===== src/pps_pkg.sv =====
// Package: step codes, step action table and shared state types for the sequencer.
package pps_pkg;

  localparam int unsigned SensW  = 8;
  localparam int unsigned ActW   = 8;
  localparam int unsigned TickW  = 16;
  localparam int unsigned DelayW = 24;
  localparam int unsigned TenthW = 7;

  // Sensor bits
  localparam int unsigned SenL1 = 0;
  localparam int unsigned SenL2 = 1;
  localparam int unsigned SenCs = 4;
  localparam int unsigned SenAp = 5;
  localparam int unsigned SenDe = 7;

  // Actuator masks
  localparam logic [ActW-1:0] ActCp = 8'h03;
  localparam logic [ActW-1:0] ActC1 = 8'h04;
  localparam logic [ActW-1:0] ActC2 = 8'h08;
  localparam logic [ActW-1:0] ActPv = 8'h10;
  localparam logic [ActW-1:0] ActPa = 8'h20;
  localparam logic [ActW-1:0] ActAa = 8'h40;
  localparam logic [ActW-1:0] ActGa = 8'h80;

  typedef enum logic [4:0] {
    ST_CHECK          = 5'd0,
    ST_PLUNGE_DN      = 5'd1,
    ST_VAC_ON         = 5'd2,
    ST_PLUNGE_UP      = 5'd3,
    ST_CARR_C1        = 5'd4,
    ST_CARR_WAIT      = 5'd5,
    ST_RELEASE_C1     = 5'd6,
    ST_GRIP           = 5'd7,
    ST_SWING          = 5'd8,
    ST_ARM_WAIT       = 5'd9,
    ST_DROP_C2        = 5'd10,
    ST_WAIT_L1        = 5'd11,
    ST_LEN_CHECK      = 5'd12,
    ST_REJ_CARR       = 5'd13,
    ST_REJ_C2_OFF     = 5'd14,
    ST_REJ_PLUNGE_DN  = 5'd15,
    ST_REJ_VAC        = 5'd16,
    ST_REJ_TO_BIN     = 5'd17,
    ST_REJ_CARR_WAIT  = 5'd18,
    ST_REJ_PLUNGE_DN2 = 5'd19,
    ST_REJ_RELEASE    = 5'd20,
    ST_PAUSE          = 5'd21,
    ST_GOOD_WAIT      = 5'd22,
    ST_ALL_OFF        = 5'd23,
    ST_HALT           = 5'd24
  } step_t;

  typedef struct packed {
    logic [ActW-1:0]   clr;
    logic [ActW-1:0]   set;
    logic [TenthW-1:0] tenths;
  } step_act_t;

  typedef struct packed {
    step_t             step;
    logic [DelayW-1:0] delay;
    logic [ActW-1:0]   act;
    logic              good;
    logic              stopped;
  } pps_state_t;

  typedef struct packed {
    logic [ActW-1:0] act;
    logic            good;
    logic            verdict;
    logic            halted;
  } pps_result_t;

  function automatic step_act_t step_action(input step_t s);
    step_act_t a;
    a = '{clr: '0, set: '0, tenths: '0};
    case (s)
      ST_PLUNGE_DN:      a = '{clr: ActPa, set: ActPa, tenths: 7'd10};
      ST_VAC_ON:         a = '{clr: ActPv, set: ActPv, tenths: 7'd10};
      ST_PLUNGE_UP:      a = '{clr: ActPa, set: 8'h00, tenths: 7'd10};
      ST_CARR_C1:        a = '{clr: ActCp, set: 8'h01, tenths: 7'd10};
      ST_RELEASE_C1:     a = '{clr: ActPv, set: ActC1, tenths: 7'd80};
      ST_GRIP:           a = '{clr: ActC1, set: ActGa, tenths: 7'd10};
      ST_SWING:          a = '{clr: ActAa, set: ActAa, tenths: 7'd10};
      ST_DROP_C2:        a = '{clr: ActGa, set: ActC2, tenths: 7'd20};
      ST_REJ_CARR:       a = '{clr: ActCp, set: 8'h03, tenths: 7'd22};
      ST_REJ_C2_OFF:     a = '{clr: ActC2, set: 8'h00, tenths: 7'd0};
      ST_REJ_PLUNGE_DN:  a = '{clr: ActPa, set: ActPa, tenths: 7'd10};
      ST_REJ_VAC:        a = '{clr: ActPa, set: ActPv, tenths: 7'd10};
      ST_REJ_TO_BIN:     a = '{clr: ActCp, set: 8'h02, tenths: 7'd10};
      ST_REJ_PLUNGE_DN2: a = '{clr: ActPa, set: ActPa, tenths: 7'd10};
      ST_REJ_RELEASE:    a = '{clr: ActPv | ActPa | ActCp, set: 8'h00, tenths: 7'd0};
      ST_PAUSE:          a = '{clr: 8'h00, set: 8'h00, tenths: 7'd10};
      ST_GOOD_WAIT:      a = '{clr: 8'h00, set: 8'h00, tenths: 7'd50};
      ST_ALL_OFF:        a = '{clr: 8'hFF, set: 8'h00, tenths: 7'd30};
      default:           a = '{clr: '0, set: '0, tenths: '0};
    endcase
    return a;
  endfunction

endpackage


===== src/pps_step_ctrl.sv =====
// Step sequencer next-state logic: one sensor word in, next machine state out.
module pps_step_ctrl import pps_pkg::*; (
  input  pps_state_t        cur,
  input  logic [SensW-1:0]  sensor,
  input  logic [TickW-1:0]  ticks,
  output pps_state_t        nxt,
  output logic              verdict
);

  step_t     step_nxt;
  logic      enter;
  logic      dec;
  logic      halt_set;
  logic      good_clr;
  logic      good_set;
  logic      good_val;
  step_act_t act_ent;
  logic [TenthW+TickW-1:0] dly_prod;

  logic l1, l2, cs, ap, de;
  assign l1 = sensor[SenL1];
  assign l2 = sensor[SenL2];
  assign cs = sensor[SenCs];
  assign ap = sensor[SenAp];
  assign de = sensor[SenDe];

  // Next step and step events
  always_comb begin
    step_nxt = cur.step;
    enter    = 1'b0;
    dec      = 1'b0;
    halt_set = 1'b0;
    good_clr = 1'b0;
    good_set = 1'b0;
    good_val = 1'b0;
    verdict  = 1'b0;
    unique case (cur.step)
      ST_CHECK: begin
        if (de) begin
          step_nxt = ST_HALT;
          halt_set = 1'b1;
        end else begin
          step_nxt = ST_PLUNGE_DN;
          good_clr = 1'b1;
          enter    = 1'b1;
        end
      end
      ST_HALT: begin
        step_nxt = ST_HALT;
      end
      ST_CARR_WAIT, ST_REJ_C2_OFF, ST_REJ_CARR_WAIT, ST_REJ_RELEASE: begin
        if (!cs) begin
          step_nxt = step_t'(cur.step + 5'd1);
          enter    = 1'b1;
        end
      end
      ST_ARM_WAIT: begin
        if (!ap) begin
          step_nxt = ST_DROP_C2;
          enter    = 1'b1;
        end
      end
      ST_WAIT_L1: begin
        if (l1) begin
          step_nxt = ST_LEN_CHECK;
          enter    = 1'b1;
        end
      end
      ST_LEN_CHECK: begin
        if (!(l1 && !l2)) begin
          verdict  = 1'b1;
          good_set = 1'b1;
          good_val = !l1 && !l2;
          step_nxt = (!l1 && !l2) ? ST_GOOD_WAIT : ST_REJ_CARR;
          enter    = 1'b1;
        end
      end
      ST_PLUNGE_DN, ST_VAC_ON, ST_PLUNGE_UP, ST_CARR_C1, ST_RELEASE_C1, ST_GRIP,
      ST_SWING, ST_DROP_C2, ST_REJ_CARR, ST_REJ_PLUNGE_DN, ST_REJ_VAC,
      ST_REJ_TO_BIN, ST_REJ_PLUNGE_DN2, ST_PAUSE, ST_GOOD_WAIT, ST_ALL_OFF: begin
        if (cur.delay <= DelayW'(1)) begin
          enter = 1'b1;
          if (cur.step == ST_PAUSE || cur.step == ST_GOOD_WAIT) begin
            step_nxt = ST_ALL_OFF;
          end else if (cur.step == ST_ALL_OFF) begin
            step_nxt = ST_CHECK;
          end else begin
            step_nxt = step_t'(cur.step + 5'd1);
          end
        end else begin
          dec = 1'b1;
        end
      end
      default: begin
        step_nxt = ST_CHECK;
      end
    endcase
  end

  assign act_ent  = step_action(step_nxt);
  assign dly_prod = (TenthW+TickW)'(act_ent.tenths) * (TenthW+TickW)'(ticks);

  // Actions taken on step entry, delay countdown and flags
  always_comb begin
    nxt      = cur;
    nxt.step = step_nxt;
    if (halt_set) begin
      nxt.act     = '0;
      nxt.stopped = 1'b1;
    end
    if (good_clr) begin
      nxt.good = 1'b0;
    end
    if (good_set) begin
      nxt.good = good_val;
    end
    if (dec) begin
      nxt.delay = cur.delay - DelayW'(1);
    end
    // Entering the dispenser check leaves actuators and delay untouched
    if (enter && step_nxt != ST_CHECK) begin
      nxt.act   = (cur.act & ~act_ent.clr) | act_ent.set;
      nxt.delay = DelayW'(dly_prod);
    end
  end

endmodule


===== src/pps_out_stage.sv =====
// Result register with valid/ready handshake toward the downstream receiver.
module pps_out_stage import pps_pkg::*; (
  input  logic        clk,
  input  logic        rst_n,
  input  logic        load,
  input  pps_result_t res,
  input  logic        out_ready,
  output logic        out_valid,
  output logic        can_load,
  output pps_result_t out_res
);

  logic        valid_r, valid_nxt;
  pps_result_t res_r;

  assign can_load  = !valid_r || out_ready;
  assign valid_nxt = load ? 1'b1 : (valid_r && !out_ready);

  always_ff @(posedge clk) begin
    if (!rst_n) begin
      valid_r <= 1'b0;
    end else begin
      valid_r <= valid_nxt;
    end
  end

  always_ff @(posedge clk) begin
    if (load) begin
      res_r <= res;
    end
  end

  assign out_valid = valid_r;
  assign out_res   = res_r;

endmodule


===== src/pick_place_sort_sequencer.sv =====
// Top level of the pick, place and sort sequencer.
//
// Usage: every accepted input word is one machine tick carrying the sensor
// byte (bit0 L1, bit1 L2, bit4 carriage moving, bit5 arm moving, bit7
// dispenser empty). For each input word exactly one result word comes out:
// the actuator byte after this tick's update, the latest length verdict,
// a one-tick verdict_valid pulse and the halted flag.
// Result: a result word is registered and valid in the cycle after its input word is taken.
// Throughput: one word per cycle unless the output stalls; the step decode,
// entry actions and delay multiply all sit between the sequencer state register
// and the result register, so nothing iterates.
// Stall: in_ready drops only while a result waits and out_ready is low; the
// held result keeps its value and the sequencer state does not advance.
// Config: cfg_ticks_per_tenth sets ticks per tenth of a second (reset 1);
// write it only while the block is idle. The port always accepts.
// Reset: rst_n (synchronous, active low) puts the sequencer at the
// dispenser check with all actuators off and no result pending.
module pick_place_sort_sequencer import pps_pkg::*; (
  input  logic             clk,
  input  logic             rst_n,
  input  logic             in_valid,
  output logic             in_ready,
  input  logic [SensW-1:0] in_sensor_byte,
  output logic             out_valid,
  input  logic             out_ready,
  output logic [ActW-1:0]  out_actuator_byte,
  output logic             out_piece_good,
  output logic             out_verdict_valid,
  output logic             out_halted,
  input  logic             cfg_valid,
  output logic             cfg_ready,
  input  logic [TickW-1:0] cfg_ticks_per_tenth
);

  pps_state_t       st_r, st_nxt;
  logic [TickW-1:0] ticks_r;
  logic             in_acc;
  logic             verdict;
  logic             can_load;
  pps_result_t      res, out_res;

  assign cfg_ready = 1'b1;
  assign in_ready  = can_load;
  assign in_acc    = in_valid && in_ready;

  // Tick scale register
  always_ff @(posedge clk) begin
    if (!rst_n) begin
      ticks_r <= TickW'(1);
    end else if (cfg_valid && cfg_ready) begin
      ticks_r <= cfg_ticks_per_tenth;
    end
  end

  pps_step_ctrl u_ctrl (
    .cur     (st_r),
    .sensor  (in_sensor_byte),
    .ticks   (ticks_r),
    .nxt     (st_nxt),
    .verdict (verdict)
  );

  // Advance the sequencer only on an accepted word; hold it otherwise
  always_ff @(posedge clk) begin
    if (!rst_n) begin
      st_r <= '{step: ST_CHECK, delay: '0, act: '0, good: 1'b0, stopped: 1'b0};
    end else if (in_acc) begin
      st_r <= st_nxt;
    end
  end

  assign res = '{act: st_nxt.act, good: st_nxt.good, verdict: verdict,
                 halted: st_nxt.stopped};

  pps_out_stage u_out (
    .clk       (clk),
    .rst_n     (rst_n),
    .load      (in_acc),
    .res       (res),
    .out_ready (out_ready),
    .out_valid (out_valid),
    .can_load  (can_load),
    .out_res   (out_res)
  );

  assign out_actuator_byte = out_res.act;
  assign out_piece_good    = out_res.good;
  assign out_verdict_valid = out_res.verdict;
  assign out_halted        = out_res.halted;

  // A halted machine reports all actuators off
  a_halt_off: assert property (@(posedge clk) disable iff (!rst_n)
    out_valid && out_halted |-> out_actuator_byte == '0)
    else $error("halted result with actuators on");

  // Stopping is permanent until reset
  a_stop_sticky: assert property (@(posedge clk) disable iff (!rst_n)
    st_r.stopped |=> st_r.stopped)
    else $error("stopped flag cleared");

  // A completed length check branches to good pause or reject sequence
  a_verdict_branch: assert property (@(posedge clk) disable iff (!rst_n)
    in_acc && verdict |=> (st_r.step == ST_GOOD_WAIT || st_r.step == ST_REJ_CARR))
    else $error("length verdict took a wrong branch");

  // A verdict only comes from the length check step
  a_verdict_src: assert property (@(posedge clk) disable iff (!rst_n)
    verdict |-> st_r.step == ST_LEN_CHECK)
    else $error("verdict outside length check");

endmodule

===== config.mk =====
export PLATFORM = sky130hd
export DESIGN_NAME = pick_place_sort_sequencer
export DESIGN_NICKNAME = d
export VERILOG_FILES = /design/src/pps_pkg.sv /design/src/pps_step_ctrl.sv /design/src/pps_out_stage.sv /design/src/pick_place_sort_sequencer.sv
export SDC_FILE = /design/constraint.sdc
export NUM_CORES = 1
export LEC_CHECK = 0
export ABC_AREA = 1
export BUFFER_PORTS_ARGS = -buffer_cell sky130_fd_sc_hd__clkbuf_2
export CORE_MARGIN = 2
export CORE_UTILIZATION = 40
export CTS_CLUSTER_DIAMETER = 80
export DETAILED_ROUTE_END_ITERATION = 6
export GPL_ROUTABILITY_DRIVEN = 1
export HOLD_SLACK_MARGIN = 0.1
export SKIP_CTS_REPAIR_TIMING = 1
export SLEW_MARGIN = 15
export SYNTH_ARGS = -nofsm -noshare
export SYNTH_HDL_FRONTEND = slang
export SYNTH_SLANG_ARGS = --single-unit

===== constraint.sdc =====
create_clock -name clk -period 8.43 [get_ports clk]
set_input_delay 1.2645 -clock clk [delete_from_list [all_inputs] [get_ports clk]]
set_output_delay 1.2645 -clock clk [all_outputs]
set_load 0.01 [all_outputs]

==> metrics.yaml, run 1 <==
synthesis.instances: 1043
antenna_violating_nets_post_route: 0
number_of_antenna_violations_at_the_first_check_in_global_routing: 0
drt_first_iter_violations: 339
maximum_number_of_pins_on_one_net_before_global_route_repair: 38
synth_enable_flop_cells: 11
grt.total_usage: 0.188
drive_above_1_share: 0.105
route.detailed.drc: 0
async_reset_ff_frac: 0
yosysUniqueCellTypes: 51
seq_area_frac_synth: 0.195
antenna_cells_inserted: 0
clock.fmax_mhz: 132
buffer_depth_of_the_longest_clock_path: 2
cp_common_cell: "sky130_fd_sc_hd__inv_1"
synth_seq_cells: 67
setup-violations-final: 0
critical_path_required_ns: 8.66
critPathArrivalTime_ns: 7.80
whs_ns: 0.512
dpl_hpwl_um: 13600
final_period_minus_worst_setup_slack_ns: 7.57
placementRows: 49
first_global_vias: 6354
first_pass_grt_wire_length_um: 30600
finalClockSkew_ns: 0.00628
clk_pin_slew_ns: 0.06
syn-cell-area_um2: 7440
routed_wire_length_per_instance_um: 13.7
power.density_cell_area_nw_per_um2: 280
avgViaCountPerCell: 5.11
buffer_ports.inserted: 38
slew_violations: 0
postSynth.topFlopCell: "sky130_fd_sc_hd__dfxtp_1"
timing.slew.headroom: 0.441
total_core_area_um2: 18100
setup_total_negative_slack_ns: 0
synth.yosys.warnings: 0
place_congestion: 0.843
cts_inserted_buffers: 9
dpl_worst_slack_ns: 0.709
critPathLaunchType: "flip-flop"
clock_sinks: 67
ctsHtreeMaxLevel: 3
criticalPathCategory: "reg -> reg"
clk_root_buffer_cell: "sky130_fd_sc_hd__clkbuf_16"
fin_ws_ns: 0.862
setup_repair_after_global_routing_missed_its_margin: "false"
avg_cell_area_syn_um2: 7.14
irDropWorstVdd_v: 0.0000945
worst-r2r-setup-slack_ns: 0.86
dr.pass1.iters: 5
worstSkewPairLatency_ns: 0.34
drv.max_cap_violation_count: 0
nets: 1204
die_w_um: 140
routed-via-count: 6605
initial_utilization: 0.411
min_path_type: "reg -> reg"
layout-area-overhead-vs-synth_pct: 7.45
final_core_utilization: 0.442
slowest_delay_ns: 0.55
io_pins: 43
die_area_um2: 19700
outcome: "finished clean"
dieHeight_um: 140
critPathSlowestCell: "sky130_fd_sc_hd__fa_1"
postSynthNetCount: 1189
max_slew.worst_pin.slew_ns: 0.838
power.static_leakage_nw: 4.12
tritoncts: "done"
fin_crit_sh: 0.898
grt.overflow.total: 0
critical_path_peak_fanout: 16
worstSetupEndpointType: "flip-flop"
number_of_hold_violations_in_the_final_report: 0
wirelength_um: 17700
==> logic make-up after synthesis <==
| kind of cell | synth area share |
|---|---|
| flops | 0.195 |
| simple gates | 0.303 |
| compound gates | 0.116 |
| xor+xnor | 0.0388 |
| other cells | 0.000504 |
| fa+ha+maj | 0.254 |
| buf+inv | 0.0930 |
==> cell usage after synthesis (4+ instances only) <==
| master | instances | area, µm² |
|---|---|---|
| sky130_fd_sc_hd__nand2_1 | 192 | 721 |
| sky130_fd_sc_hd__nor2_1 | 190 | 713 |
| sky130_fd_sc_hd__inv_1 | 112 | 420 |
| sky130_fd_sc_hd__nand3_1 | 65 | 325 |
| sky130_fd_sc_hd__ha_1 | 60 | 751 |
| sky130_fd_sc_hd__a21oi_1 | 57 | 285 |
| sky130_fd_sc_hd__fa_1 | 57 | 1140 |
| sky130_fd_sc_hd__dfxtp_1 | 56 | 1120 |
| sky130_fd_sc_hd__o21ai_0 | 53 | 265 |
| sky130_fd_sc_hd__o21ai_1 | 22 | 110 |
| sky130_fd_sc_hd__xor2_1 | 20 | 175 |
| sky130_fd_sc_hd__clkbuf_1 | 14 | 52.6 |
| sky130_fd_sc_hd__nand2_2 | 13 | 81.3 |
| sky130_fd_sc_hd__xnor2_1 | 13 | 114 |
| sky130_fd_sc_hd__edfxtp_1 | 11 | 330 |
| sky130_fd_sc_hd__inv_2 | 11 | 41.3 |
| sky130_fd_sc_hd__nand4_1 | 9 | 56.3 |
| sky130_fd_sc_hd__buf_2 | 8 | 40.0 |
| sky130_fd_sc_hd__nand3_2 | 8 | 80.1 |
| sky130_fd_sc_hd__buf_6 | 7 | 78.8 |
| sky130_fd_sc_hd__nor2_2 | 7 | 43.8 |
| sky130_fd_sc_hd__buf_4 | 6 | 45.0 |
| sky130_fd_sc_hd__nor3_1 | 6 | 30.0 |
| sky130_fd_sc_hd__nand2_4 | 5 | 56.3 |
| sky130_fd_sc_hd__nor4_1 | 4 | 25.0 |
==> metal layers <==
metal	wire, µm	vias to the layer above	track usage	share of wire
met5	0	-	0	0
met4	215	0	0.0484	0.012
met3	552	14	0.0325	0.031
met2	8370	95	0.313	0.47
met1	8590	3120	0.254	0.48
li1	-	3376	-	-
==> where the power goes <==
| part | total, W | internal, W | switching (W) |
|---|---|---|---|
| registers | 0.000456 | 0.000389 | 0.0000661 |
| logic | 0.00141 | 0.000507 | 0.000901 |
| clock network | 0.000375 | 0.000229 | 0.000147 |
==> critical path: cells and delay by family, from the launching register on <==
| family | cells | cell delay [ns] |
|---|---|---|
| adders and majority gates | 8 | 3.02 |
| and+or+nand+nor | 15 | 1.74 |
| AOI/OAI and AO/OA | 6 | 1.42 |
| buffers and inverters | 7 | 0.88 |
| DFF | 1 | 0.40 |
==> per-stage QoR <==
stage                     instance area [µm²]  cells  power (W)
after CTS                                7990   1292    0.00226
after detailed placement                 7710   1276    0.00187
after global routing                     8000   1292    0.00249
after global placement                   7710   1276    0.00186
after floorplan                          7440   1043    0.00161
final                                    8000   1292    0.00224
==> layout make-up <==
type,instances,area (µm²)
clock buffer,13,240
clock inverter,3,40.0
fill,1861,10100
inverter,126,475
multi-input combinational,815,5310
sequential,67,1450
tap,229,287
timing repair buffer,39,198
==> final timing paths <==
path,startpoint,to,cells past startpoint
worst max-delay path,st_r[34],st_r[27],36
worst min-delay path,st_r[10],st_r[10],2
worst max register to register,st_r[34],st_r[27],36
worst min register to register,st_r[10],st_r[10],2
==> registers in the layout, summed over array words and instances (netlist names) <==
name	cells
st_r	39
u_out.out_res	11
u_out.out_valid	1
ticks_r	16
==> layout by cell type, fill, tap and decap left out, types with 4 or more instances in the layout <==
cell type and n:
sky130_fd_sc_hd__xnor2_1 13, sky130_fd_sc_hd__o21ai_0 53, sky130_fd_sc_hd__a21oi_1 57, sky130_fd_sc_hd__clkbuf_1 4, sky130_fd_sc_hd__nand2_2 13, sky130_fd_sc_hd__o21ai_1 22, sky130_fd_sc_hd__inv_2 11, sky130_fd_sc_hd__ha_1 60
sky130_fd_sc_hd__inv_1 112, sky130_fd_sc_hd__nand3_1 65, sky130_fd_sc_hd__nor3_1 6, sky130_fd_sc_hd__dfxtp_1 56, sky130_fd_sc_hd__nor4_1 4, sky130_fd_sc_hd__clkbuf_16 9, sky130_fd_sc_hd__nand3_2 8, sky130_fd_sc_hd__nand2_1 192
sky130_fd_sc_hd__edfxtp_1 11, sky130_fd_sc_hd__nor2_2 7, sky130_fd_sc_hd__nand4_1 9, sky130_fd_sc_hd__nand2_4 5, sky130_fd_sc_hd__fa_1 57, sky130_fd_sc_hd__clkbuf_2 38, sky130_fd_sc_hd__nor2_1 190, sky130_fd_sc_hd__xor2_1 20
(Power assumes the default switching activity.)
==> run 2: changes to the inputs <==
CORE_UTILIZATION = 45   (was 40)
==> run 2 against run 1 <==
  * Combinational power barely moved
  * Register-to-register slack barely moved
  * Sequential cell count stayed put
  * Non-clock buffer count increased by 1
  * Worst hold slack worse by 0.016 ns
  * Critical path depth grew 4
  * Worst setup slack better by 0.0047 ns
  * Clock-buffer cell count shrank 4
==> metrics.yaml, run 2 (synthesis results as in run 1) <==
grt.overflow.total: 0  # unchanged
outcome: "finished clean"
number_of_antenna_violations_at_the_first_check_in_global_routing: 0  # unchanged
whs_ns: 0.496  # -0.0162 ns
timing.slew.headroom: 0.417  # -0.0237
clk_pin_slew_ns: 0.06  # about the same
holdPathStages: 2  # unchanged
largest_register_ff_count: 39  # unchanged
grt.total_usage: 0.213  # +0.0244
antenna_cells_inserted: 0  # unchanged
total_core_area_um2: 16300  # -9.6%
timing.hold.worst_endpoint: "st_r[0]"
buffer_ports.inserted: 38  # unchanged
avgViaCountPerCell: 5.08  # -0.63%
drv.max_cap_violation_count: 0  # unchanged
power.density_cell_area_nw_per_um2: 280  # about the same
r2r_end: "st_r[27]"
die_w_um: 133  # -5.6%
route.detailed.drc: 0  # unchanged
place_congestion: 0.842  # about the same
ctsHtreeMaxLevel: 3  # unchanged
fin_crit_sh: 0.897  # about the same
buffer_depth_of_the_longest_clock_path: 2  # unchanged
drt_first_iter_violations: 396  # +17%
max_slew.worst_pin.slew_ns: 0.874  # +0.0354 ns
dieHeight_um: 133  # -5.6%
tritoncts: "done"
slew_violations: 0  # unchanged
critical_path_required_ns: 8.66  # about the same
irDropWorstVdd_v: 0.000114  # +20%
timing.hold.worst.start: "st_r[0]"
routed-via-count: 6523  # -1.2%
critPathSlowestCell: "sky130_fd_sc_hd__dfxtp_1"
layout.cells.most_common_list: "192 x sky130_fd_sc_hd__nand2_1, 190 x sky130_fd_sc_hd__nor2_1, 112 x sky130_fd_sc_hd__inv_1"
critPathLaunchType: "flip-flop"
criticalPathCategory: "reg -> reg"
critical_path_peak_fanout: 15  # -1
power.static_leakage_nw: 4.12  # +0.16%
maximum_number_of_pins_on_one_net_before_global_route_repair: 38  # unchanged
layout-area-overhead-vs-synth_pct: 7.50  # about the same
setup_total_negative_slack_ns: 0  # unchanged
clock_sinks: 67  # unchanged
antenna_violating_nets_post_route: 0  # unchanged
setup-violations-final: 0  # unchanged
largest_register: "st_r"
cts_inserted_buffers: 9  # unchanged
mostFrequentLayoutCell: "sky130_fd_sc_hd__nand2_1"
final_period_minus_worst_setup_slack_ns: 7.56  # -0.00472 ns
critPathArrivalTime_ns: 7.79  # about the same
first_pass_grt_wire_length_um: 30800  # +0.70%
dr.pass1.iters: 5  # unchanged
worstSetupEndpointType: "flip-flop"
setup_repair_after_global_routing_missed_its_margin: "false"
number_of_hold_violations_in_the_final_report: 0  # unchanged
min_path_type: "reg -> reg"
slowest_delay_ns: 0.55  # about the same
initial_utilization: 0.455  # +0.0437
worst-r2r-setup-slack_ns: 0.87  # about the same
wirelength_um: 17600  # -0.77%
critPathBufInv: 10  # +3
first_global_vias: 6251  # -1.6%
nets: 1205  # +0.083%
clock.fmax_mhz: 132  # about the same
cpLargestDelayFamily: "adder cells"
dpl_hpwl_um: 13400  # -1.7%
worstSkewPairLatency_ns: 0.34  # about the same
drive_above_1_share: 0.108  # +0.00272
cp_common_cell: "sky130_fd_sc_hd__inv_1"
timing.reg2reg.worst_path_depth: 40  # +11%
routed_wire_length_per_instance_um: 13.7  # -0.15%
io_pins: 43  # unchanged
die_area_um2: 17600  # -11%
clk_root_buffer_cell: "sky130_fd_sc_hd__clkbuf_16"
placementRows: 47  # -4.1%
finalClockSkew_ns: 0.00626  # -0.0000206 ns
reg2reg_from: "st_r[34]"
==> run 2: cell types whose count changed in the layout (fill, tap and decap cells not counted) <==
cell	delta
sky130_fd_sc_hd__clkinvlp_4	+1
sky130_fd_sc_hd__o2111ai_2	-1
sky130_fd_sc_hd__clkbuf_1	-4
sky130_fd_sc_hd__clkinv_1	+1
sky130_fd_sc_hd__clkinv_4	+2
sky130_fd_sc_hd__o2111ai_1	+1
sky130_fd_sc_hd__buf_4	+1
==> run 2: worst max path at each step <==
stage / to / depth (start not counted) / slack [ns] / from
final: st_r[27] / 40 / 0.87 / st_r[34]
after global routing: st_r[27] / 40 / 0.19 / st_r[34]
after CTS: st_r[27] / 40 / 0.89 / st_r[34]
after detailed placement: st_r[27] / 40 / 0.93 / st_r[34]
after global placement: st_r[27] / 30 / 0.91 / in_sensor_byte[4]
after floorplan: st_r[27] / 31 / 1.68 / in_sensor_byte[4]
==> run 2: where the power goes <==
part	leakage (nW)	switching, W	internal, W
registers	0.573	0.0000662	0.000389
logic	3.41	0.000899	0.000509
clock network	0.143	0.000149	0.000228
total	4.12	0.00111	0.00113
==> run 2: per-layer routing <==
metal / wire (µm) / global-route usage / vias to the layer above
met4: 203 / 0.0562 / 0
met5: 0 / 0 / -
met3: 495 / 0.0287 / 15
li1: - / - / 3362
met1: 8320 / 0.286 / 3031
met2: 8570 / 0.360 / 115
==> run 2: tightest hold or removal path, stage by stage (launching register included) <==
cell and delay [ns]:
sky130_fd_sc_hd__dfxtp_1 0.32, sky130_fd_sc_hd__o211ai_1 0.09, sky130_fd_sc_hd__inv_1 0.05
==> run 2: final cells by class <==
type | instances | area, µm²
clock buffers | 9 | 225
clock inverters | 7 | 68.8
fillers | 1706 | 8350
inverters | 126 | 475
multi-input cells | 815 | 5300
flip-flops and latches | 67 | 1450
well taps | 220 | 275
repair buffers | 40 | 205
==> run 2: metrics by stage <==
step / setup WS [ns] / cell area (µm²) / std cells / util / power (W)
4_1_cts: 0.886 / 8000 / 1284 / 0.489 / 0.00226
5_1_grt: 0.187 / 8000 / 1284 / 0.489 / 0.00249
3_3_place_gp: 0.914 / 7710 / 1268 / 0.471 / 0.00186
6_report: 0.866 / 8000 / 1284 / 0.489 / 0.00224
2_1_floorplan: 1.68 / 7440 / 1043 / - / 0.00161
3_5_place_dp: 0.931 / 7710 / 1268 / 0.471 / 0.00187
